### src/sv/fqt_pkg.sv
// Shared types, codes, character constants and hex helper for the form/query token decoder.
`default_nettype none

package fqt_pkg;

   localparam int MAX_RES       = 4;     // most results one transaction can cause
   localparam int RES_CNT_W     = 3;     // holds 0..MAX_RES
   localparam int CSR_IDX_W     = 2;
   localparam int CSR_DATA_W    = 12;
   localparam int MAX_LEN_RESET = 4095;

   // configuration register indexes
   typedef enum logic [CSR_IDX_W-1:0] {
      CSR_COOKIE_MODE   = 2'd0,
      CSR_STOP_MODE     = 2'd1,
      CSR_MAX_TOKEN_LEN = 2'd2
   } csr_index_type;

   typedef enum logic [2:0] {
      KIND_DATA      = 3'd0,
      KIND_KEY_END   = 3'd1,
      KIND_VALUE_END = 3'd2,
      KIND_ENTRY_END = 3'd3,
      KIND_OVERFLOW  = 3'd4
   } kind_type;

   typedef enum logic [1:0] {
      ESC_NONE    = 2'd0,
      ESC_PERCENT = 2'd1,
      ESC_DIGIT   = 2'd2
   } esc_phase_type;

   typedef struct packed {
      logic          in_value;
      esc_phase_type phase;
      logic [3:0]    value;
      logic [7:0]    first_char;
   } parse_state_type;

   typedef struct packed {
      kind_type   kind;
      logic [7:0] data;
      logic       in_value;
   } result_type;

   typedef struct packed {
      logic       ok;
      logic [3:0] value;
   } hex_type;

   localparam logic [7:0] CH_PERCENT = 8'h25;
   localparam logic [7:0] CH_PLUS    = 8'h2B;
   localparam logic [7:0] CH_AMP     = 8'h26;
   localparam logic [7:0] CH_SEMI    = 8'h3B;
   localparam logic [7:0] CH_EQUAL   = 8'h3D;
   localparam logic [7:0] CH_CR      = 8'h0D;
   localparam logic [7:0] CH_LF      = 8'h0A;
   localparam logic [7:0] CH_SPACE   = 8'h20;
   localparam logic [7:0] CH_TAB     = 8'h09;
   localparam logic [7:0] CH_DIG_0   = 8'h30;
   localparam logic [7:0] CH_DIG_9   = 8'h39;
   localparam logic [7:0] CH_UP_A    = 8'h41;
   localparam logic [7:0] CH_UP_F    = 8'h46;
   localparam logic [7:0] CH_LOW_A   = 8'h61;
   localparam logic [7:0] CH_LOW_F   = 8'h66;

   function automatic hex_type hex_decode(input logic [7:0] c);
      hex_type h;
      h = '0;
      if (c >= CH_DIG_0 && c <= CH_DIG_9) begin
         h.ok    = 1'b1;
         h.value = 4'(c - CH_DIG_0);
      end else if (c >= CH_UP_A && c <= CH_UP_F) begin
         h.ok    = 1'b1;
         h.value = 4'(c - CH_UP_A + 8'd10);
      end else if (c >= CH_LOW_A && c <= CH_LOW_F) begin
         h.ok    = 1'b1;
         h.value = 4'(c - CH_LOW_A + 8'd10);
      end
      return h;
   endfunction

endpackage

`default_nettype wire

### src/sv/fqt_if.sv
// Request and response channel interfaces of the form/query token decoder.
`default_nettype none

interface fqt_req_if;
   logic       valid;
   logic       ready;
   logic [7:0] in_byte;
   logic       end_of_input;

   modport source(output valid, output in_byte, output end_of_input, input ready);
   modport sink(input valid, input in_byte, input end_of_input, output ready);
endinterface

interface fqt_rsp_if;
   logic       valid;
   logic       ready;
   logic [2:0] item_kind;
   logic [7:0] data_byte;
   logic       in_value;
   logic       last;

   modport source(output valid, output item_kind, output data_byte, output in_value,
                  output last, input ready);
   modport sink(input valid, input item_kind, input data_byte, input in_value,
                input last, output ready);
endinterface

`default_nettype wire

### src/sv/fqt_decode.sv
// Per-byte decode: parse state and one raw byte in, next state and up to four results out.
`default_nettype none

module fqt_decode #(
   parameter int CNT_W = 12
) (
   input  logic [7:0]                 in_byte,
   input  logic                       end_of_input,
   input  logic                       cookie_mode,
   input  logic                       stop_mode,
   input  logic [CNT_W-1:0]           limit,
   input  fqt_pkg::parse_state_type   st,
   input  logic [CNT_W-1:0]           count,
   output fqt_pkg::parse_state_type   st_next,
   output logic [CNT_W-1:0]           count_next,
   output fqt_pkg::result_type        res [fqt_pkg::MAX_RES],
   output logic [fqt_pkg::RES_CNT_W-1:0] res_cnt
);

   always_comb begin : decode
      fqt_pkg::hex_type         hx;
      fqt_pkg::parse_state_type s;
      fqt_pkg::kind_type        end_kind;
      logic [CNT_W-1:0]         cnt;
      logic [fqt_pkg::RES_CNT_W-1:0] n;
      logic                     bad;
      logic                     do_put;
      logic                     do_end;
      logic                     end_iv;
      logic [7:0]               pb;

      hx       = fqt_pkg::hex_decode(in_byte);
      s        = st;
      cnt      = count;
      n        = '0;
      do_put   = 1'b0;
      do_end   = 1'b0;
      end_iv   = 1'b0;
      end_kind = fqt_pkg::KIND_ENTRY_END;
      pb       = in_byte;
      for (int i = 0; i < fqt_pkg::MAX_RES; i++) begin
         res[i] = '0;
      end

      // broken escape: emit '%' and possibly the held digit
      bad = (st.phase != fqt_pkg::ESC_NONE) && (end_of_input || !hx.ok);
      if (bad) begin
         if (cnt >= limit) begin
            res[n[1:0]] = '{kind: fqt_pkg::KIND_OVERFLOW, data: 8'h00, in_value: s.in_value};
            n   = n + 1'b1;
            cnt = '0;
         end
         res[n[1:0]] = '{kind: fqt_pkg::KIND_DATA, data: fqt_pkg::CH_PERCENT,
                         in_value: s.in_value};
         n   = n + 1'b1;
         cnt = cnt + CNT_W'(1);
         if (st.phase == fqt_pkg::ESC_DIGIT &&
             (CNT_W+1)'(cnt) + (CNT_W+1)'(1) < (CNT_W+1)'(limit)) begin
            res[n[1:0]] = '{kind: fqt_pkg::KIND_DATA, data: st.first_char,
                            in_value: s.in_value};
            n   = n + 1'b1;
            cnt = cnt + CNT_W'(1);
         end
         s.phase      = fqt_pkg::ESC_NONE;
         s.value      = '0;
         s.first_char = '0;
      end

      if (end_of_input) begin
         do_end   = 1'b1;
         end_kind = s.in_value ? fqt_pkg::KIND_VALUE_END : fqt_pkg::KIND_ENTRY_END;
      end else if (st.phase == fqt_pkg::ESC_NONE || bad) begin
         // leading blanks of a cookie key are dropped
         if (!(cookie_mode && !s.in_value && cnt == '0 &&
               (in_byte == fqt_pkg::CH_SPACE || in_byte == fqt_pkg::CH_TAB))) begin
            end_kind = s.in_value ? fqt_pkg::KIND_VALUE_END : fqt_pkg::KIND_ENTRY_END;
            unique case (in_byte) inside
               fqt_pkg::CH_PERCENT: s.phase = fqt_pkg::ESC_PERCENT;
               fqt_pkg::CH_PLUS: begin
                  do_put = 1'b1;
                  pb     = fqt_pkg::CH_SPACE;
               end
               fqt_pkg::CH_AMP: begin
                  do_put = cookie_mode;
                  do_end = !cookie_mode;
               end
               fqt_pkg::CH_SEMI: begin
                  do_put = !cookie_mode;
                  do_end = cookie_mode;
               end
               fqt_pkg::CH_EQUAL: begin
                  do_put = s.in_value;
                  do_end = !s.in_value;
                  end_kind = fqt_pkg::KIND_KEY_END;
                  end_iv   = 1'b1;
               end
               fqt_pkg::CH_CR: begin
                  do_end = stop_mode;
                  do_put = !stop_mode && !cookie_mode;
               end
               fqt_pkg::CH_LF: begin
                  do_end = cookie_mode || stop_mode;
                  do_put = !(cookie_mode || stop_mode);
               end
               fqt_pkg::CH_SPACE, fqt_pkg::CH_TAB: begin
                  do_end = stop_mode;
                  do_put = !stop_mode;
               end
               default: do_put = 1'b1;
            endcase
         end
      end else if (st.phase == fqt_pkg::ESC_PERCENT) begin
         s.phase      = fqt_pkg::ESC_DIGIT;
         s.value      = hx.value;
         s.first_char = in_byte;
      end else begin
         do_put       = 1'b1;
         pb           = {st.value, hx.value};
         s.phase      = fqt_pkg::ESC_NONE;
         s.value      = '0;
         s.first_char = '0;
      end

      if (do_put) begin
         if (cnt >= limit) begin
            res[n[1:0]] = '{kind: fqt_pkg::KIND_OVERFLOW, data: 8'h00, in_value: s.in_value};
            n   = n + 1'b1;
            cnt = '0;
         end
         res[n[1:0]] = '{kind: fqt_pkg::KIND_DATA, data: pb, in_value: s.in_value};
         n   = n + 1'b1;
         cnt = cnt + CNT_W'(1);
      end

      if (do_end) begin
         res[n[1:0]] = '{kind: end_kind, data: 8'h00, in_value: s.in_value};
         n            = n + 1'b1;
         s.in_value   = end_iv;
         cnt          = '0;
         s.phase      = fqt_pkg::ESC_NONE;
         s.value      = '0;
         s.first_char = '0;
      end

      st_next    = s;
      count_next = cnt;
      res_cnt    = n;
   end

endmodule

`default_nettype wire

### src/sv/fqt_burst.sv
// Burst register: holds one transaction's results and hands out one per cycle while ready.
`default_nettype none

module fqt_burst (
   input  logic                          clock,
   input  logic                          reset,
   input  logic                          load,
   input  fqt_pkg::result_type           load_res [fqt_pkg::MAX_RES],
   input  logic [fqt_pkg::RES_CNT_W-1:0] load_cnt,
   output logic                          can_load,
   fqt_rsp_if.source                     rsp_chan
);

   fqt_pkg::result_type           ent_ff [fqt_pkg::MAX_RES];
   fqt_pkg::result_type           ent_in [fqt_pkg::MAX_RES];
   logic [fqt_pkg::RES_CNT_W-1:0] cnt_ff;
   logic [fqt_pkg::RES_CNT_W-1:0] cnt_in;
   logic                          take;

   assign take     = rsp_chan.valid && rsp_chan.ready;
   assign can_load = (cnt_ff == '0) ||
                     (cnt_ff == fqt_pkg::RES_CNT_W'(1) && rsp_chan.ready);

   always_comb begin
      ent_in = ent_ff;
      cnt_in = cnt_ff;
      if (load) begin
         ent_in = load_res;
         cnt_in = load_cnt;
      end else if (take) begin
         for (int i = 0; i < fqt_pkg::MAX_RES - 1; i++) begin
            ent_in[i] = ent_ff[i+1];
         end
         cnt_in = cnt_ff - 1'b1;
      end
   end

   always_ff @(posedge clock) begin
      ent_ff <= ent_in;
      if (reset) begin
         cnt_ff <= '0;
      end else begin
         cnt_ff <= cnt_in;
      end
   end

   assign rsp_chan.valid     = (cnt_ff != '0);
   assign rsp_chan.item_kind = ent_ff[0].kind;
   assign rsp_chan.data_byte = ent_ff[0].data;
   assign rsp_chan.in_value  = ent_ff[0].in_value;
   assign rsp_chan.last      = (cnt_ff == fqt_pkg::RES_CNT_W'(1));

endmodule

`default_nettype wire

### src/sv/form_query_token_decoder_top.sv
// Top level of the streaming form/query/cookie token decoder.
`default_nettype none

// Streaming decoder for form-encoded query strings and cookie headers. Each req
// transaction carries one raw byte (or an end-of-input mark) and causes zero to four
// rsp transactions: decoded data bytes and key/value/entry end markers, with last set
// on the final one. The block takes one byte per cycle as long as each byte gives at
// most one result and rsp is ready; a byte that gives several results holds the rsp
// side until each has been handed out, so the sustained rate is set by the result
// burst register, which hands out one result per cycle while rsp is ready. A byte
// passes through the input register, then the burst register, before its first rsp.
// There is one transaction of slack: a byte is taken into the input register while
// the previous results still wait on rsp. Bytes that cause no result ('%', a first
// hex digit, a dropped blank) pass through without costing rsp cycles. CSR writes
// (index 0 cookie mode, 1 stop mode that ends input at CR, LF, space or tab, 2
// max_token_len) are meant for idle periods; max_token_len is clamped to TOKEN_MAX,
// and zero acts as one. No memories, so no init sweep after reset.
module form_query_token_decoder_top #(
   parameter int TOKEN_MAX = 4095
) (
   input  logic                           clock,
   input  logic                           reset,
   fqt_req_if.sink                        req_chan,
   fqt_rsp_if.source                      rsp_chan,
   input  logic                           csr_we,
   input  logic [fqt_pkg::CSR_IDX_W-1:0]  csr_index,
   input  logic [fqt_pkg::CSR_DATA_W-1:0] csr_wdata
);

   localparam int CNT_W     = $clog2(TOKEN_MAX + 1);
   localparam int LIM_RESET = (TOKEN_MAX < fqt_pkg::MAX_LEN_RESET) ?
                              TOKEN_MAX : fqt_pkg::MAX_LEN_RESET;

   // config
   logic             cookie_ff, cookie_in;
   logic             stop_ff, stop_in;
   logic [CNT_W-1:0] lim_ff, lim_in;
   logic [CNT_W-1:0] lim_wr;

   // input register stage
   logic       a_valid_ff, a_valid_in;
   logic [7:0] a_byte_ff, a_byte_in;
   logic       a_eoi_ff, a_eoi_in;
   logic       a_move;
   logic       req_take;

   // parse state
   fqt_pkg::parse_state_type st_ff, st_in, st_next;
   logic [CNT_W-1:0]         count_ff, count_in, count_next;

   fqt_pkg::result_type           dec_res [fqt_pkg::MAX_RES];
   logic [fqt_pkg::RES_CNT_W-1:0] dec_cnt;
   logic                          can_load;

   // effective token limit, worked out once at write time
   always_comb begin
      if (int'(csr_wdata) > TOKEN_MAX) begin
         lim_wr = CNT_W'(TOKEN_MAX);
      end else if (csr_wdata == '0) begin
         lim_wr = CNT_W'(1);
      end else begin
         lim_wr = CNT_W'(csr_wdata);
      end
   end

   always_comb begin
      cookie_in = cookie_ff;
      stop_in   = stop_ff;
      lim_in    = lim_ff;
      if (csr_we) begin
         unique case (csr_index)
            fqt_pkg::CSR_COOKIE_MODE:   cookie_in = csr_wdata[0];
            fqt_pkg::CSR_STOP_MODE:     stop_in   = csr_wdata[0];
            fqt_pkg::CSR_MAX_TOKEN_LEN: lim_in    = lim_wr;
            default: ;
         endcase
      end
   end

   // A hands its byte to the decoder when the burst register can take the results
   assign a_move         = a_valid_ff && can_load;
   assign req_chan.ready = !a_valid_ff || can_load;
   assign req_take       = req_chan.valid && req_chan.ready;

   always_comb begin
      a_valid_in = a_valid_ff;
      a_byte_in  = a_byte_ff;
      a_eoi_in   = a_eoi_ff;
      if (req_take) begin
         a_valid_in = 1'b1;
         a_byte_in  = req_chan.in_byte;
         a_eoi_in   = req_chan.end_of_input;
      end else if (a_move) begin
         a_valid_in = 1'b0;
      end
   end

   fqt_decode #(
      .CNT_W (CNT_W)
   ) u_decode (
      .in_byte      (a_byte_ff),
      .end_of_input (a_eoi_ff),
      .cookie_mode  (cookie_ff),
      .stop_mode    (stop_ff),
      .limit        (lim_ff),
      .st           (st_ff),
      .count        (count_ff),
      .st_next      (st_next),
      .count_next   (count_next),
      .res          (dec_res),
      .res_cnt      (dec_cnt)
   );

   // state advances only when the byte's results are committed
   assign st_in    = a_move ? st_next    : st_ff;
   assign count_in = a_move ? count_next : count_ff;

   fqt_burst u_burst (
      .clock    (clock),
      .reset    (reset),
      .load     (a_move),
      .load_res (dec_res),
      .load_cnt (dec_cnt),
      .can_load (can_load),
      .rsp_chan (rsp_chan)
   );

   always_ff @(posedge clock) begin
      a_byte_ff <= a_byte_in;
      a_eoi_ff  <= a_eoi_in;
      if (reset) begin
         cookie_ff  <= 1'b0;
         stop_ff    <= 1'b0;
         lim_ff     <= CNT_W'(LIM_RESET);
         a_valid_ff <= 1'b0;
         st_ff      <= '0;
         count_ff   <= '0;
      end else begin
         cookie_ff  <= cookie_in;
         stop_ff    <= stop_in;
         lim_ff     <= lim_in;
         a_valid_ff <= a_valid_in;
         st_ff      <= st_in;
         count_ff   <= count_in;
      end
   end

   // a stalled byte in the input register holds
   a_hold: assert property (@(posedge clock) disable iff (reset)
      a_valid_ff && !can_load |=> a_valid_ff && $stable(a_byte_ff) && $stable(a_eoi_ff))
      else $error("input register lost a stalled byte");

   // end of input always leaves a clean key state
   eoi_clear: assert property (@(posedge clock) disable iff (reset)
      a_move && a_eoi_ff |=> !st_ff.in_value && count_ff == '0 &&
                             st_ff.phase == fqt_pkg::ESC_NONE)
      else $error("parse state not cleared at end of input");

   // end of input always produces at least its end marker
   eoi_marker: assert property (@(posedge clock) disable iff (reset)
      a_move && a_eoi_ff |=> rsp_chan.valid)
      else $error("end of input gave no result");

endmodule

`default_nettype wire
### src/flat_wrapper.sv
// flat-port wrapper written by rule: the top's interface ports become plain ports
module form_query_token_decoder_top_flat 
#(
   parameter int TOKEN_MAX = 4095
)
  (clock, reset, csr_we, csr_index, csr_wdata, req_chan_valid, req_chan_in_byte, req_chan_end_of_input, req_chan_ready, rsp_chan_valid, rsp_chan_item_kind, rsp_chan_data_byte, rsp_chan_in_value, rsp_chan_last, rsp_chan_ready);
  fqt_req_if req_chan_i ();
  fqt_rsp_if rsp_chan_i ();
  input  logic clock;
  input  logic reset;
  input  logic csr_we;
  input  logic [fqt_pkg::CSR_IDX_W-1:0] csr_index;
  input  logic [fqt_pkg::CSR_DATA_W-1:0] csr_wdata;
  input wire logic [$bits(req_chan_i.valid)-1:0] req_chan_valid;
  input wire logic [$bits(req_chan_i.in_byte)-1:0] req_chan_in_byte;
  input wire logic [$bits(req_chan_i.end_of_input)-1:0] req_chan_end_of_input;
  output wire logic [$bits(req_chan_i.ready)-1:0] req_chan_ready;
  output wire logic [$bits(rsp_chan_i.valid)-1:0] rsp_chan_valid;
  output wire logic [$bits(rsp_chan_i.item_kind)-1:0] rsp_chan_item_kind;
  output wire logic [$bits(rsp_chan_i.data_byte)-1:0] rsp_chan_data_byte;
  output wire logic [$bits(rsp_chan_i.in_value)-1:0] rsp_chan_in_value;
  output wire logic [$bits(rsp_chan_i.last)-1:0] rsp_chan_last;
  input wire logic [$bits(rsp_chan_i.ready)-1:0] rsp_chan_ready;
  assign req_chan_i.valid = req_chan_valid;
  assign req_chan_i.in_byte = req_chan_in_byte;
  assign req_chan_i.end_of_input = req_chan_end_of_input;
  assign req_chan_ready = req_chan_i.ready;
  assign rsp_chan_valid = rsp_chan_i.valid;
  assign rsp_chan_item_kind = rsp_chan_i.item_kind;
  assign rsp_chan_data_byte = rsp_chan_i.data_byte;
  assign rsp_chan_in_value = rsp_chan_i.in_value;
  assign rsp_chan_last = rsp_chan_i.last;
  assign rsp_chan_i.ready = rsp_chan_ready;
  form_query_token_decoder_top #(.TOKEN_MAX(TOKEN_MAX)) u_core (.clock(clock), .reset(reset), .req_chan(req_chan_i), .rsp_chan(rsp_chan_i), .csr_we(csr_we), .csr_index(csr_index), .csr_wdata(csr_wdata));
endmodule
### config.mk
export PLATFORM = sky130hd
export DESIGN_NAME = form_query_token_decoder_top_flat
export DESIGN_NICKNAME = d
export VERILOG_FILES = /design/src/sv/fqt_pkg.sv /design/src/sv/fqt_if.sv /design/src/sv/fqt_decode.sv /design/src/sv/fqt_burst.sv /design/src/sv/form_query_token_decoder_top.sv /design/src/flat_wrapper.sv
export SDC_FILE = /design/constraint.sdc
export NUM_CORES = 1
export LEC_CHECK = 0
export BUFFER_PORTS_ARGS = -buffer_cell sky130_fd_sc_hd__buf_2
export CORE_MARGIN = 2
export CORE_UTILIZATION = 30
export CTS_CLUSTER_SIZE = 14
export DETAILED_ROUTE_END_ITERATION = 10
export GPL_ROUTABILITY_DRIVEN = 0
export GPL_TIMING_DRIVEN = 0
export PLACE_DENSITY = 0.53
export SYNTH_ARGS = -nofsm -noshare
export SYNTH_HDL_FRONTEND = slang
export SYNTH_SLANG_ARGS = --single-unit
### constraint.sdc
create_clock -name clock -period 21.7 [get_ports clock]
set_input_delay 2.17 -clock clock [delete_from_list [all_inputs] [get_ports clock]]
set_output_delay 2.17 -clock clock [all_outputs]
set_load 0.01 [all_outputs]
* After elaboration in Yosys (flattened, before gate mapping) *
Index checks and enable logic that the tools add are counted.
W data, S select, Z words.

cells by class
  add/sub/neg operators = 15
  $lt $le $gt $ge = 19
  eq/ne operators = 14
  multiplexer cells = 80
  bitwise gates (word level) = 5
  reductions and logical operators = 45

operators by type and width
  kind                     number
  $mux W48                 6
  $bwmux W48               5
  $mux W12                 17
  $demux W12 S2            5
  $mux W36                 2
  $mux W14                 4
  $eq A8 B6 Y1 const B     6
  $mux W8                  5
  $add A12 B1 Y12 const B  3
  $mux W3                  9
  $eq A8 B4 Y1 const B     3
  $ge A12 B12 Y1           2
  $logic_not A12 Y1        2
  $logic_and A1 B1 Y1      18
  $ge A8 B7 Y1 const B     2
  $le A8 B7 Y1 const B     2
  $add A3 B1 Y3 const B    5
  $ge A3 B3 Y1 const B     5
  $lt A3 B1 Y1 const B     5
  $mux W1                  15
  $mux W5                  3
  $not A2 Y3               5
  $mux W2                  7
  $add A12 B1 Y13 const B  1
  20 further kinds         41

word-level totals
  bits in registers = 102
  word-level logic and storage cells = 202

* Depth between registers and ports, before layout *
Gate-level depths: netlist (run 1).

  depth in word-level cells = 32
  gate-level depth with buffers = 48
  gate-level depth less buffers = 42

* Hierarchy *
Synthesis (run 1) repeated with hierarchy kept, for this count alone.

unflattened totals
  cells, all modules = 985
  area, all modules = 8439.3 um^2

modules (own cells, without submodules)
  module                        times used  cells an instance  area an instance (um^2)
  fqt_decode                    1           663                4391.7
  fqt_burst                     1           127                2208.4
  form_query_token_decoder_top  1           195                1839.3

* Least setup slack after synthesis (run 1) *
OpenSTA, ideal clock, no wires.

  path type = reg-to-reg
  start point = reg u_core.count_ff[0]
  end point = reg u_core.u_burst.ent_ff[28] in the netlist's numbering (data pin)
  setup time = 263 ps
  data arrival time = 9087 ps
  path slack = 12350 ps
  stages on the path, launching flop included = 45
  buffers on the path = 6
  cells stage by stage = dfxtp_1 clkbuf_1 inv_1 ha_1 nor2b_1 o21ai_1 a41oi_2 o21ai_1 inv_1 buf_1 and2_1 ha_1 nand4_1 o32ai_2 a32oi_2 nand2b_1 or4_4 xnor2_1 (+9 left out) inv_1 ha_1 nand2b_1 a21o_1 a21o_1 a21oi_1 o21ai_0 a311oi_1 nor2_1 clkbuf_1 a21o_1 ha_1 a21oi_1 ha_1 clkbuf_1 inv_1 o21ai_1 o31ai_1

RTL lines
  element                 RTL line                             RTL
  from (decl)             form_query_token_decoder_top.sv:49   logic [CNT_W-1:0] count_ff, count_in, count_next;
  from (signal assigned)  form_query_token_decoder_top.sv:144  count_ff <= count_in;
  to (signal assigned)    fqt_burst.sv:39                      ent_ff <= ent_in;
  to (decl)               fqt_burst.sv:14                      fqt_pkg::result_type ent_ff [fqt_pkg::MAX_RES];

==> results of run 1 <==
worst max-delay path by stage:
stage | start | to | slack, ns
after floorplan | u_core.count_ff[0]$_SDFFE_PP0P_ | u_core.u_burst.ent_ff[28]$_DFFE_PP_ | 12.35
after global routing | u_core.count_ff[0]$_SDFFE_PP0P_ | u_core.u_burst.ent_ff[28]$_DFFE_PP_ | 8.30
final | u_core.count_ff[0]$_SDFFE_PP0P_ | u_core.u_burst.ent_ff[28]$_DFFE_PP_ | 9.02
after global placement | u_core.count_ff[0]$_SDFFE_PP0P_ | u_core.u_burst.ent_ff[28]$_DFFE_PP_ | 9.34
after CTS | u_core.count_ff[0]$_SDFFE_PP0P_ | u_core.u_burst.ent_ff[28]$_DFFE_PP_ | 9.30
after detailed placement | u_core.count_ff[0]$_SDFFE_PP0P_ | u_core.u_burst.ent_ff[28]$_DFFE_PP_ | 9.34
report_power, final:
part | internal (mW) | switching [mW] | leakage [nW] | total, mW
clock network | 0.0808 | 0.0869 | 0.136 | 0.168
registers | 0.269 | 0.0158 | 0.919 | 0.285
logic | 0.0695 | 0.125 | 2.49 | 0.195
total | 0.419 | 0.228 | 3.54 | 0.647
registers in the layout, indices dropped and copies added (netlist names), 3 cells and up:
signal / cells
u_core.count_ff: 12
u_core.u_burst.ent_ff: 36
u_core.st_ff: 15
u_core.u_burst.cnt_ff: 3
u_core.lim_ff: 12
u_core.u_burst.rsp_chan.data_byte: 8
u_core.a_byte_ff: 8
u_core.u_burst.rsp_chan.item_kind: 3
area by class of cell:
type	instances	area, um^2
sequential	102	2613
inverter	67	251.5
clock buffer	9	225.2
clock inverter	7	63.81
multi-input combinational	696	4876
tap	341	426.7
buffer	72	365.4
fill	2816	17700
timing repair buffer	41	205.2
placed cells by master, fill, tap and decap left out, types with 12 or more instances in the layout:
master	instances
nand2_1	95
nor2_1	66
inv_1	65
ha_1	60
buf_2	57
edfxtp_1	57
dfxtp_1	45
a21oi_1	41
clkbuf_1	35
o21ai_0	35
nor3_1	25
nand3_1	24
o31ai_1	17
buf_4	16
a211o_1	15
nor2b_1	14
nand4_1	14
and2_1	13
o221ai_1	13
xnor2_1	12
nor4_1	12
through the flow:
step                worst slack [ns]  utilization  hold WS, ns
floorplan                      12.35            -       0.4390
global placement               9.339       0.3269       0.4650
detailed placement             9.343       0.3269       0.4693
CTS                            9.300       0.3377       0.4813
global route                   8.301       0.3377       0.5108
finish                         9.022       0.3377       0.4849
critical path, delay by kind of cell (launching register included):
kind / cells / cell delay [ns]
compound gates: 19 / 5.52
xor+xnor: 1 / 0.48
fa+ha+maj: 6 / 1.68
buf+inv: 11 / 2.91
flops: 1 / 0.55
simple gates: 5 / 1.24
cells by family (layout without fill, tap and decap cells):
logic type | Yosys count | count (layout) | share of synthesized area
xor gates and xnor gates | 21 | 21 | 0.02269
and+or+nand+nor | 329 | 329 | 0.2132
AOI/OAI and AO/OA | 277 | 277 | 0.2617
buffers and inverters | 139 | 196 | 0.07610
muxes | 9 | 9 | 0.01142
DFF | 102 | 102 | 0.3223
adders and majority gates | 60 | 60 | 0.09262
layer usage:
| metal | wire length, um | vias up |
|---|---|---|
| met5 | 0 | - |
| met1 | 13370 | 3658 |
| met4 | 534 | 0 |
| met3 | 1650 | 34 |
| li1 | - | 3632 |
| met2 | 11430 | 293 |
==> results by group, run 1 <==
Timing
  • Setup Viol. Count Final: 0
  • Setup TNS: 0 ns
  • Fmax: 78.88 MHz
  • Final hold vios: 0
  • Max_slew headroom: 0.1555
  • Slew @ Worst Pin: 1.267 ns
  • Fin. max-slew vios: 0
  • Period utilization: 0.5842
  • Clock Skews: 0.01722 ns
  • Min Tclk post-route: 12.68 ns
  • RSZ-0062 raised after global routing: false

Synthesis
  • Synth Net Count: 1025
  • Yosys top cell by area: edfxtp_1
  • Synth top area share: 0.2112
  • Distinct cells, synth: 99
  • Post-Syn Area: 8105 um^2
  • EDFF count, synth: 57
  • Synth top area cells: edfxtp_1 21%, dfxtp_1 11%, ha_1 9.3%
  • Most common cell in the netlist: nand2_1
  • Gate Count Post-Synth: 937
  • Post-Syn Area per Cell: 8.650 um^2
  • Flops & latches, synth: 102
  • Register area share after synthesis: 0.3223
  • Primary FF master, synth: edfxtp_1
  • Synth warnings: 0
  • Synth cell count leaders: 95 x nand2_1, 66 x nor2_1, 65 x inv_1
  • Async SR Flop Fraction: 0

Clock tree
  • Post-CTS Setup Inserts: 0
  • Sinks on Clock Net: 102
  • Worst-skew pair later-pin latency: 0.37 ns
  • Clock tree buffer depth: 2
  • Htree depth: 3
  • CTS Hold Bufs: 0
  • CTS tree: built
  • Clock edge transition at the registers on the reported setup and hold paths: 0.08 ns
  • PostCTS Resize Cnt: 0
  • CTS root buffer: clkbuf_16
  • Num CTS Buffers: 9

Power
  • Leak pwr: 3.542 nW
  • Pwr Density: 71.71 nW/um^2
  • Total Power: 0.6472 mW
  • VDD IR max: 0.00004338 V

Worst setup path
  • R2r endpoint: u_core.u_burst.ent_ff[28]$_DFFE_PP_
  • Max FO, Critical Path: 10
  • Setup slack, reg-to-reg: 9.02 ns
  • Slowest stage delay, CP: 0.55 ns
  • CP most frequent cell: ha_1
  • CP startpoint kind: flop
  • Worst-case reg-to-reg path depth: 42
  • Crit path kind: flop to flop
  • CP Data Required Time: 21.80 ns
  • Critical path endpoint category: flop
  • R2R Path Start: u_core.count_ff[0]$_SDFFE_PP0P_
  • Slowest CP cell: dfxtp_1
  • Data arrival, critical path: 12.77 ns

Global route
  • Met3 Usage GRT: 0.03479
  • Antenna violations before repair: 0
  • M1 GR Usage: 0.2826
  • Grt ovf: 0
  • GRT Max-Usage Layer: met1
  • GRT Overall Usage: 0.1898
  • M2 GR Usage: 0.2797
  • Largest net degree at the start of global routing: 43
  • Vias in the first global route: 7030
  • First-pass GRT wire length: 41810 um

Outcome
  • Status: completed

Finish
  • Area grow syn2layout: 11.36%
  • Layout cell share with drive strength beyond 1: 0.1278
  • Final Instance Area: 9026 um^2
  • Antenna Cells: 0
  • Nets@finish: 1077
  • Final std cells w/o fill: 1335

Floorplanning
  • Die Span Y: 168.4 um
  • Placeable Area: 26730 um^2
  • Starting Density: 0.3033
  • Row count: 60
  • Die outline width: 168.4 um
  • IO Count: 43
  • DIE AREA: 28350 um^2

Job
  • Max Cap Viol: 0

Hold path
  • Hold Crit Endpoint: u_core.st_ff[9]$_SDFFE_PP0P_
  • Worst Hold Path Cells: 2
  • Hold path startpoint: u_core.st_ff[9]$_SDFFE_PP0P_
  • HP Class: flop to flop

Placed design
  • DP Area: 8737 um^2
  • Post-Place Cells: 1319
  • Port Buffer Count: 41
  • Hpwl dp: 20700 um

Drt
  • Routed vias: 7617
  • Via/cell ratio: 5.706
  • WL/cell: 20.22 um
  • Detail Route Antenna Nets: 0
  • Pre-Repair DR Iteration Count: 5
  • Final wirelength: 26990 um
  • DR DRC count: 0
  • 1st-iter DRT viols: 958
(Power assumes the default switching activity.)
==> run 2: changes to the inputs <==
Clock period 21.7 ns to 11.96 ns, I/O delays scaled along.
==> run 2 against run 1 <==
Effect of this change: flip-flop and latch count unchanged; hold slack gained 0.0013 ns; wire length up 0.20%; non-clock buffer count stayed put; critical endpoint is now u_core.u_burst.ent_ff[19]$_DFFE_PP_.
==> results by group, run 2 (same netlist as run 1, synthesis figures left out) <==
Global route
  • Grt ovf: 0 (unchanged)
  • Vias in the first global route: 7029 (was 7030)
  • Antenna violations before repair: 0 (unchanged)
  • First-pass GRT wire length: 41810 um (unchanged)
  • GRT Overall Usage: 0.1897 (was 0.1898)
  • Largest net degree at the start of global routing: 43 (unchanged)

Finish
  • Final Instance Area: 9082 um^2 (was 9026 um^2)
  • Most common cell after layout, fill and taps aside: nand2_1 (unchanged)
  • Area grow syn2layout: 12.06% (was 11.36%)
  • Nets@finish: 1077 (unchanged)
  • Max reg flops: 36 (unchanged)
  • Antenna Cells: 0 (unchanged)
  • Most frequent cells in the layout: 95 x nand2_1, 65 x inv_1, 65 x nor2_1, 59 x ha_1, 58 x buf_2 (was 95 x nand2_1, 66 x nor2_1, 65 x inv_1, 60 x ha_1)
  • Layout cell share with drive strength beyond 1: 0.1408 (was 0.1278)
  • Biggest regs: u_core.u_burst.ent_ff (36), u_core.st_ff (15) (unchanged)
  • Biggest register: u_core.u_burst.ent_ff (unchanged)

Drt
  • Routed vias: 7598 (was 7617)
  • Via/cell ratio: 5.691 (was 5.706)
  • Final wirelength: 27050 um (was 26990 um)
  • DR DRC count: 0 (unchanged)
  • Detail Route Antenna Nets: 0 (unchanged)
  • WL/cell: 20.26 um (was 20.22 um)
  • Pre-Repair DR Iteration Count: 5 (unchanged)
  • 1st-iter DRT viols: 876 (was 958)

Clock tree
  • Clock edge transition at the registers on the reported setup and hold paths: 0.08 ns (about the same)
  • Sinks on Clock Net: 102 (unchanged)
  • Clock tree buffer depth: 2 (unchanged)
  • CTS root buffer: clkbuf_16 (unchanged)
  • Num CTS Buffers: 9 (unchanged)
  • Htree depth: 3 (unchanged)
  • CTS tree: built (unchanged)
  • Worst-skew pair later-pin latency: 0.37 ns (about the same)

Timing
  • Min Tclk post-route: 11.23 ns (was 12.68 ns)
  • Hold WS: 0.4861 ns (was 0.4849 ns)
  • Clock Skews: 0.01838 ns (was 0.01722 ns)
  • Period utilization: 0.9389 (was 0.5842)
  • Setup ws final: 0.7312 ns (was 9.022 ns)
  • Setup Viol. Count Final: 0 (unchanged)
  • Slew @ Worst Pin: 1.254 ns (was 1.267 ns)
  • Max_slew headroom: 0.1637 (was 0.1555)
  • Fmax: 89.06 MHz (was 78.88 MHz)
  • Fin. max-slew vios: 0 (unchanged)
  • Setup TNS: 0 ns (unchanged)
  • RSZ-0062 raised after global routing: false (unchanged)
  • Final hold vios: 0 (unchanged)

Power
  • VDD IR max: 0.00007870 V (was 0.00004338 V)
  • Pwr Density: 129.3 nW/um^2 (was 71.71 nW/um^2)
  • Total Power: 1.175 mW (was 0.6472 mW)
  • Leak pwr: 3.561 nW (was 3.542 nW)

Worst setup path
  • CP Data Required Time: 12.15 ns (was 21.80 ns)
  • Critical path endpoint category: flop (unchanged)
  • Crit path kind: flop to flop (unchanged)
  • Slowest CP cell: dfxtp_2 (was dfxtp_1)
  • Max FO, Critical Path: 10 (unchanged)
  • CP most frequent cell: ha_1 (unchanged)
  • CP startpoint kind: flop (unchanged)
  • Slowest stage delay, CP: 0.45 ns (was 0.55 ns)
  • Worst-case reg-to-reg path depth: 41 (was 42)
  • Data arrival, critical path: 11.42 ns (was 12.77 ns)
  • Setup slack, reg-to-reg: 0.73 ns (was 9.02 ns)

Hold path
  • Worst Hold Path Cells: 2 (unchanged)
  • HP Class: flop to flop (unchanged)

Placed design
  • DP Worst Slack: -0.3969 ns (was 9.343 ns)
  • DP Area: 8737 um^2 (unchanged)
  • Port Buffer Count: 41 (unchanged)
  • Hpwl dp: 20700 um (unchanged)

Floorplanning
  • Row count: 60 (unchanged)
  • Starting Density: 0.3033 (unchanged)
  • IO Count: 43 (unchanged)
  • Die Span Y: 168.4 um (unchanged)
  • Placeable Area: 26730 um^2 (unchanged)
  • DIE AREA: 28350 um^2 (unchanged)
  • Die outline width: 168.4 um (unchanged)

Outcome
  • Status: completed (unchanged)

Job
  • Max Cap Viol: 0 (unchanged)
run 2: layout make-up:
cell class | count | area, um^2
inverters | 67 | 251.5
multi-input cells | 696 | 4923
fillers | 2811 | 17640
clock buffers | 9 | 225.2
repair buffers | 42 | 212.7
well taps | 341 | 426.7
clock inverters | 7 | 63.81
flip-flops and latches | 102 | 2614
plain buffers | 71 | 365.4
run 2: critical path, delay by kind of cell, from the launching register on:
kind	cells	cell delay, ns
adders and majority gates	6	1.85
and+or+nand+nor	6	1.38
muxes	1	0.38
buffers and inverters	10	2.13
AOI/OAI and AO/OA	18	4.83
DFF	1	0.45
run 2: what timing repair did:
action	in CTS	in global routing
endpoints found under the setup margin	26	51
gates resized for setup	2	14
buffers inserted	0	1
endpoints found under the hold margin	0	0
hold buffers	0	0
run 2: through the flow:
step / utilization / instances
2_1_floorplan: - / 937
3_3_place_gp: 0.3269 / 1319
3_5_place_dp: 0.3269 / 1319
4_1_cts: 0.3377 / 1334
5_1_grt: 0.3398 / 1335
6_report: 0.3398 / 1335
run 2: path summary, 6_finish.rpt:
check / endpoint / startpoint
worst max-delay path: u_core.u_burst.ent_ff[19]$_DFFE_PP_ / u_core.count_ff[0]$_SDFFE_PP0P_
worst min-delay path: u_core.st_ff[11]$_SDFFE_PP0P_ / u_core.st_ff[11]$_SDFFE_PP0P_
worst max register to register: u_core.u_burst.ent_ff[19]$_DFFE_PP_ / u_core.count_ff[0]$_SDFFE_PP0P_
worst min register to register: u_core.st_ff[11]$_SDFFE_PP0P_ / u_core.st_ff[11]$_SDFFE_PP0P_
run 2: report_power, final:
part           internal, mW  leakage, nW  switching, mW
clock network         0.147        0.136          0.157
logic                 0.127         2.51          0.227
registers             0.488        0.919         0.0286
total                 0.761         3.56          0.413
run 2: metal layers:
layer,vias to the layer above,global-route usage,part of all wire
li1,3621,-,-
met1,3627,0.2813,0.48
met4,0,0.05022,0.019
met2,316,0.2802,0.42
met3,34,0.03597,0.073
met5,-,0,0
==> run 3: changes to the inputs <==
Settings changed: RECOVER_POWER from default to 50.
==> run 3 against run 2 <==
Effect of this change: the flow now finishes with violations (capacitance limit, slew limit); global-route usage unchanged; sequential power about the same; clock skew decreased by 0.0015 ns; flip-flop and latch count stayed put; utilization decreased by 0.075 points; fmax fell by 0.12%; clock power barely moved; via count down 0.21%; power fell by 0.36%.
==> results by group, run 3 (same netlist as run 1, synthesis figures left out) <==
Worst setup path
  • Data arrival, critical path: 11.34 ns (was 11.42 ns)
  • CP Data Required Time: 12.06 ns (was 12.15 ns)
  • CP most frequent cell: ha_1 (unchanged)
  • Crit path kind: flop to flop (unchanged)
  • Max FO, Critical Path: 10 (unchanged)
  • Critical path endpoint category: flop (unchanged)
  • Slowest CP cell: nor2_2 (was dfxtp_2)
  • Slowest stage delay, CP: 0.47 ns (was 0.45 ns)
  • CP startpoint kind: flop (unchanged)

Finish
  • Footprint of the multi-input gates: 4923 um^2 (unchanged)
  • Area grow syn2layout: 11.81% (was 12.06%)
  • Final Instance Area: 9062 um^2 (was 9082 um^2)
  • Fillers: 2822 (was 2811)
  • Antenna Cells: 0 (unchanged)
  • Biggest register: u_core.u_burst.ent_ff (unchanged)
  • Storage cell area: 2614 um^2 (unchanged)
  • Most frequent cells in the layout: 95 x nand2_1, 65 x inv_1, 65 x nor2_1, 59 x ha_1, 57 x edfxtp_1 (was 95 x nand2_1, 65 x inv_1, 65 x nor2_1, 59 x ha_1, 58 x buf_2)
  • Max reg flops: 36 (unchanged)
  • Layout cell share with drive strength beyond 1: 0.1237 (was 0.1408)
  • Most common cell after layout, fill and taps aside: nand2_1 (unchanged)
  • Biggest regs: u_core.u_burst.ent_ff (36), u_core.st_ff (15) (unchanged)
  • Nets@finish: 1077 (unchanged)

Hold path
  • HP Class: flop to flop (unchanged)

Timing
  • RSZ-0062 raised after global routing: false (unchanged)
  • Max_slew headroom: -0.2075 (was 0.1637)
  • Fin. max-slew vios: 43 (was 0)
  • Clock Skews: 0.01688 ns (was 0.01838 ns)
  • Setup Viol. Count Final: 0 (unchanged)
  • Fmax: 88.95 MHz (was 89.06 MHz)
  • Period utilization: 0.9400 (was 0.9389)
  • Final hold vios: 0 (unchanged)
  • Min Tclk post-route: 11.24 ns (was 11.23 ns)
  • Setup ws final: 0.7171 ns (was 0.7312 ns)
  • Slew @ Worst Pin: 1.811 ns (was 1.254 ns)

Drt
  • Final wirelength: 27070 um (was 27050 um)
  • Via/cell ratio: 5.679 (was 5.691)
  • WL/cell: 20.27 um (was 20.26 um)
  • Pre-Repair DR Iteration Count: 7 (was 5)
  • DR DRC count: 0 (unchanged)
  • Routed vias: 7582 (was 7598)
  • 1st-iter DRT viols: 903 (was 876)
  • Detail Route Antenna Nets: 0 (unchanged)

Placed design
  • Hpwl dp: 20700 um (unchanged)
  • DP Worst Slack: -0.3969 ns (unchanged)
  • Port Buffer Count: 41 (unchanged)
  • DP Area: 8737 um^2 (unchanged)

Power
  • Leak pwr: 3.516 nW (was 3.561 nW)
  • Total Power: 1.170 mW (was 1.175 mW)
  • Pwr Density: 129.1 nW/um^2 (was 129.3 nW/um^2)
  • VDD IR max: 0.00007881 V (was 0.00007870 V)

Clock tree
  • Num CTS Buffers: 9 (unchanged)
  • Sinks on Clock Net: 102 (unchanged)
  • CTS tree: built (unchanged)
  • Clock tree buffer depth: 2 (unchanged)
  • CTS Hold Bufs: 0 (unchanged)
  • CTS root buffer: clkbuf_16 (unchanged)
  • Htree depth: 3 (unchanged)
  • Clock edge transition at the registers on the reported setup and hold paths: 0.08 ns (about the same)
  • Worst-skew pair later-pin latency: 0.37 ns (about the same)

Outcome
  • Violated checks: capacitance limit, slew limit
  • Status: complete, but fails checks (was completed)

Global route
  • Antenna violations before repair: 0 (unchanged)
  • Grt ovf: 0 (unchanged)
  • Largest net degree at the start of global routing: 43 (unchanged)
  • First-pass GRT wire length: 41810 um (unchanged)
  • GRT Overall Usage: 0.1897 (unchanged)
  • Vias in the first global route: 7029 (unchanged)

Floorplanning
  • IO Count: 43 (unchanged)
  • Placeable Area: 26730 um^2 (unchanged)
  • Starting Density: 0.3033 (unchanged)
  • Row count: 60 (unchanged)
  • DIE AREA: 28350 um^2 (unchanged)
  • Die outline width: 168.4 um (unchanged)
  • Die Span Y: 168.4 um (unchanged)

Job
  • Max Cap Viol: 1 (was 0)
-- run 3: cell count changes in the layout (fill, tap and decap cells not counted), sizes merged --
cell	delta
clkbuf	+17
buf	-17
-- run 3: what timing repair did --
item | CTS | global route
endpoints found under the setup margin | 26 | 51
buffers inserted | 0 | 1
hold endpoints to repair | 0 | 0
pin swaps | 0 | 0
resized for setup | 2 | 14
-- run 3: critical path: cells and delay by family (launching register included) --
| family | cells | cell delay [ns] |
|---|---|---|
| AOI/OAI and AO/OA | 17 | 3.75 |
| and+or+nand+nor | 9 | 2.22 |
| buffers and inverters | 9 | 2.21 |
| adders and majority gates | 6 | 1.94 |
| DFF | 1 | 0.45 |
| muxes | 1 | 0.38 |
-- run 3: routing by layer --
layer | up-vias | wire, um | track usage
met2 | 308 | 11470 | 0.2802
li1 | 3618 | - | -
met3 | 32 | 2030 | 0.03597
met5 | - | 0 | 0
met4 | 0 | 525 | 0.05022
met1 | 3624 | 13040 | 0.2813
-- run 3: power breakdown --
part	internal [mW]	switching, mW	total, mW
Sequential	0.489	0.0286	0.518
Clock	0.147	0.158	0.305
Combinational	0.119	0.228	0.348
Total	0.755	0.415	1.17
-- run 3: area by class of cell --
type	count	share of cell area
Inverter	67	0.02775
Tap cell	341	0.04708
Clock buffer	9	0.02485
Timing Repair Buffer	42	0.02126
Sequential cell	102	0.2884
Clock inverter	7	0.007041
Buffer	71	0.04031
Multi-Input combinational cell	696	0.5433
-- run 3: metrics by stage --
stage	instances	util	setup TNS [ns]	hold slack (ns)
floorplan	937	-	0	0.4390
global placement	1319	0.3269	-3.264	0.4650
detailed placement	1319	0.3269	-3.139	0.4693
CTS	1334	0.3377	0	0.4813
global route	1335	0.3391	0	0.5108
finish	1335	0.3391	0	0.4853
-- run 3: path summary, 6_finish.rpt --
check | slack, ns | cells past startpoint | to | from
max | 0.72 | 42 | u_core.u_burst.ent_ff[28]$_DFFE_PP_ | u_core.count_ff[0]$_SDFFE_PP0P_
min reg2reg | 0.49 | 2 | u_core.st_ff[9]$_SDFFE_PP0P_ | u_core.st_ff[9]$_SDFFE_PP0P_
min | 0.49 | 2 | u_core.st_ff[9]$_SDFFE_PP0P_ | u_core.st_ff[9]$_SDFFE_PP0P_
max reg2reg | 0.72 | 42 | u_core.u_burst.ent_ff[28]$_DFFE_PP_ | u_core.count_ff[0]$_SDFFE_PP0P_
